### config.mk
export PLATFORM = sky130hd
export DESIGN_NAME = mrjc_ram
export DESIGN_NICKNAME = d
export VERILOG_FILES = /design/src/hdl/mrjc_ram.sv
export SDC_FILE = /design/constraint.sdc
export NUM_CORES = 2
export LEC_CHECK = 0
export BUFFER_PORTS_ARGS = -buffer_cell sky130_fd_sc_hd__buf_2
export CORE_MARGIN = 3
export CORE_UTILIZATION = 46
export DETAILED_ROUTE_END_ITERATION = 8
export GPL_ROUTABILITY_DRIVEN = 0
export SETUP_SLACK_MARGIN = 0.5
export SLEW_MARGIN = 0
export SYNTH_ARGS = -nofsm -noshare
export SYNTH_HDL_FRONTEND = slang
export SYNTH_SLANG_ARGS = --single-unit
### constraint.sdc
create_clock -name clk -period 2.95 [get_ports clk]
set_input_delay 0.4425 -clock clk [delete_from_list [all_inputs] [get_ports clk]]
set_output_delay 0.4425 -clock clk [all_outputs]
set_load 0.05 [all_outputs]
### src/hdl/mrjc_ram.sv
// Generic single-port-write, single-port-read RAM with a registered read.
module mrjc_ram #(
  parameter int WIDTH = 16,
  parameter int DEPTH = 256
) (
  input  logic                     clk,
  input  logic                     we,
  input  logic [$clog2(DEPTH)-1:0] waddr,
  input  logic [WIDTH-1:0]         wdata,
  input  logic                     re,
  input  logic [$clog2(DEPTH)-1:0] raddr,
  output logic [WIDTH-1:0]         rdata
);

  logic [WIDTH-1:0] mem [DEPTH];

  always_ff @(posedge clk) begin
    if (we) begin
      mem[waddr] <= wdata;
    end
    if (re) begin
      rdata <= mem[raddr];
    end
  end

endmodule

# Word level (Yosys, flattened, before mapping)
# Memories as Yosys holds them, arrays and structs flattened. A register that Yosys moved wholly into a read port is not among the register bits.
# Cells that the tools add are included.
# Widths: inputs -> output; s select.
totals:
  reg_bits: 0
  n_memories: 1
  mem_bits_rw: 4096
  latch_bits: 0
  wordCells: 3
  out_inout_bits: 16
  rom_bits: 0
  inputBits: 35
op_classes:
  magnitude_cmp: 0
  bitwise_logic: 0
  n_reduce_logical: 0
  addsub: 0
  div_mod_pow: 0
  shift: 0
  n_mux: 2
  eq_ne: 0
  multipliers: 0
memory_table:
  columns: ["memory", "words", "word_bits", "read_ports", "rd_ports_with_merged_regs", "wr", "line_no", "rtl"]
  rows:
  - ["mem", 256, 16, 1, 1, 1, "15", "logic [WIDTH-1:0] mem [DEPTH];"]
op_table:
  columns: ["op", "n"]
  rows:
  - ["$mux 1", 2]

# Logic depth before layout (Yosys ltp)
depth:
  word_depth: 2
  mapped_depth: 12
  ltp_nobuf: 6

# Worst setup path before layout
# Ideal clock, no wire load.
synth_path:
  path_kind: "input to register"
  startpoint: "input port raddr[0]"
  endpoint: "register rdata[4] (read register of mem) (data pin)"
  arrival_time_ps: 2426
  stages: 8
  setup_ps: 265
  t_required_ps: 2685
  path_slack_ps: 259
  cell_sequence: "buf_6 buf_6 buf_2 mux4_2 mux4_2 a22o_1 o32ai_2 nor4_2"
synth_lines:
  columns: ["element", "line_no", "rtl"]
  rows:
  - ["from (decl)", "11", "input logic [$clog2(DEPTH)-1:0] raddr,"]
  - ["to (decl)", "12", "output logic [WIDTH-1:0] rdata"]

==> reports/qor.yml <==
run_status:
  status: "finished clean"
timing:
  max_freq_mhz: 380
  rsz0062_at_grt: "true"
  fin_crit_ns: 2.63
  relSlewSlack: 0.272
  period_share: 0.893
  setup_viol: 0
  finalClockSkew_ns: 0.0626
  tightest_slew_ns: 1.08
  drv_slew: 0
  setup_tns_ns: 0
  hold_violations: 0
synth:
  netlist_instances: 7360
  syn_nets: 7395
  netlist_area_um2: 159000
  synth-seq-cells: 4112
  ys_warn_count: 0
  avgSynthCellArea_um2: 21.6
  synth.distinct_cells: 51
  ys_seq_area_frac: 0.777
pwr:
  p_switching_uw: 26500
  power_uw: 123000
  power_density_nw_per_um2: 655
  p_leak_uw: 0.0609
  clkPwrFrac: 0.416
  power_frac_comb: 0.059
  internal_power_uw: 96400
  p_seq_frac: 0.525
  ir_drop_mv: 0.501
  netSwitchingFraction: 0.216
setup_path:
  cp.required_ns: 3.65
  cp-end-kind: "flop"
  rr_worst_depth: 6
  r2r_setup_slack_ns: 0.32
  arrival_ns: 3.33
  r2r-start: "mem[58][15]"
  path_class: "flop to flop"
  r2r_end: "rdata[15]"
  crit_fanout: 1
  cp-start-kind: "flop"
hold_path:
  min_from: "wdata[13]"
  holdPathStages: 1
  min_to: "mem[63][13]"
  hold_class: "primary input to flop"
routing:
  routedWlPerCell_um: 32.5
  vias_per_cell: 6.09
  drc: 0
  drtPass1Iterations: 6
  drtAntennaViolNets: 0
  drt_iter0_drc: 10300
  wl_um: 435000
  via_count: 81500
floorplanning:
  die_area_um2: 352000
  core_area_um2: 344000
  start_util: 0.462
  ios: 51
  die_h_um: 594
  die_w_um: 594
  rows: 215
cts:
  cts_inserted_buffers: 415
  tritoncts: "done"
  clkLatencyLatePin_ns: 0.98
  path_clk_slew_ns: 0.06
  cts_num_sinks: 4112
  h-tree-depth: 5
  root_buffer: "clkbuf_16"
  clock_path_buffers: 4
job:
  cap_violations: 0
placed_design:
  dpl.hpwl_um: 273000
  io_buffers: 50
finish:
  layout-drive-gt1-share: 0.324
  fin_nets: 8513
  area_growth_pct: 18.2
global_route:
  overflow: 0
  antenna_found_initial: 25
  grt_max_degree: 122
  grt_pass1_wl_um: 617000
  grt_pass1_vias: 81300
  grt_usage: 0.244
stage by stage:
stage	setup slack (ns)	cell area (um^2)	hold slack [ns]	util	cells
global route	0.325	188000	0.0557	0.547	13400
global placement	-1.12	173000	0.797	0.504	12600
detailed placement	-1.13	173000	0.801	0.504	12600
floorplan	0.342	159000	0.541	-	7360
finish	0.315	188000	0.0557	0.547	13400
CTS	0.290	187000	0.0124	0.545	13300
cells in the mapped netlist, drive strengths merged:
cell type	instances	area share
a2111oi	6	0.00033
a211oi	18	0.00085
a21o	2	0.000094
a21oi	175	0.0055
a221oi	28	0.0015
a22o	32	0.0018
a22oi	43	0.0020
a31oi	6	0.00024
and2	2	0.000079
and3	11	0.00043
and4	2	0.00011
buf	222	0.011
clkbuf	230	0.0054
edfxtp	4112	0.78
inv	4	0.000094
mux2	88	0.0062
mux2i	565	0.036
mux4	797	0.11
nand2	38	0.00090
nand2b	3	0.00012
nand3	35	0.0011
nand3b	1	0.000047
nand4	26	0.0010
nand4b	3	0.00017
nor2	304	0.0072
nor2b	9	0.00035
nor3	92	0.0029
nor3b	1	0.000047
nor4	18	0.00075
nor4bb	2	0.00013
o21ai	38	0.0012
o221ai	253	0.014
o22ai	148	0.0058
o31ai	16	0.00076
o32ai	21	0.0012
or2	5	0.00020
or3	2	0.000079
or3b	1	0.000055
or4b	1	0.000063
per-layer routing:
metal,GRT usage,vias up,share of wire
met5,0,-,0.000062
met4,0.0876,4,0.038
met3,0.0408,660,0.082
met2,0.387,3737,0.48
met1,0.343,43500,0.40
li1,-,33600,-
cells by family (layout without fill, tap and decap cells):
group	count (synthesis)	after routing	synth area share
compound gates	786	786	0.0353
buf+inv	456	1909	0.0169
flops	4112	4112	0.777
mux	1450	1450	0.155
other cells	0	12	0
simple gates	556	556	0.0157
worst max-delay path, stage by stage, from the launching register on:
cell and delay [ns]:
edfxtp_1 0.37, mux4_2 0.53, mux4_2 0.53, a22o_4 0.33, o32ai_4 0.42, buf_6 0.17
nor4_4 0.03
state kept, by name, summed over array words and instances, names as in the netlist:
name and count:
mem 4096, rdata 16
final cells by class:
class | instances | area, um^2
diodes | 12 | 30.0
clock buffers | 498 | 10800
clock inverters | 254 | 2380
fillers | 25600 | 156000
inverters | 4 | 27.5
multi-input cells | 2792 | 34200
flip-flops and latches | 4112 | 123000
well taps | 4557 | 5700
repair buffers | 1153 | 11200
power by group through the flow:
stage / Clock [uW] / Combinational, uW / Sequential, uW
global route: 54300 / 7610 / 64500
detailed placement: 0 / 6970 / 65700
global placement: 0 / 6870 / 65700
floorplan: 0 / 3240 / 65800
finish: 51100 / 7280 / 64500
CTS: 52000 / 7180 / 64500
cells in the final DEF, fill, tap and decap left out, types with 22 or more instances in the layout:
cell type / instances
clkinv_1: 100
buf_2: 29
nor2_2: 123
mux2i_1: 564
clkbuf_1: 80
nand3_1: 25
o221ai_1: 241
buf_12: 167
a22oi_1: 36
nor3_1: 89
mux4_2: 797
nand2_1: 37
o21ai_0: 34
mux2_2: 75
buf_4: 891
clkinv_2: 86
bufinv_16: 35
a21oi_1: 169
nor2_1: 180
clkbuf_16: 421
edfxtp_1: 4112
nand4_1: 26
o22ai_1: 144
buf_6: 22
worst max path at each step:
stage	start	end	slack (ns)
floorplan	waddr[3]	mem[235][0]	0.34
global placement	raddr[0]	rdata[5]	-1.12
detailed placement	raddr[0]	rdata[15]	-1.13
CTS	mem[58][15]	rdata[15]	0.29
global route	mem[58][15]	rdata[15]	0.33
finish	mem[58][15]	rdata[15]	0.32
what timing repair did:
item                       4_1_cts  5_1_grt
cloned                           1        3
setup buffers                    0       19
hold buffers                    14        0
hold endpoints to repair       469        0
setup endpoints to repair       16       16
pin swaps                       38       26
resized for setup              130       63
(Power assumes the default switching activity.)
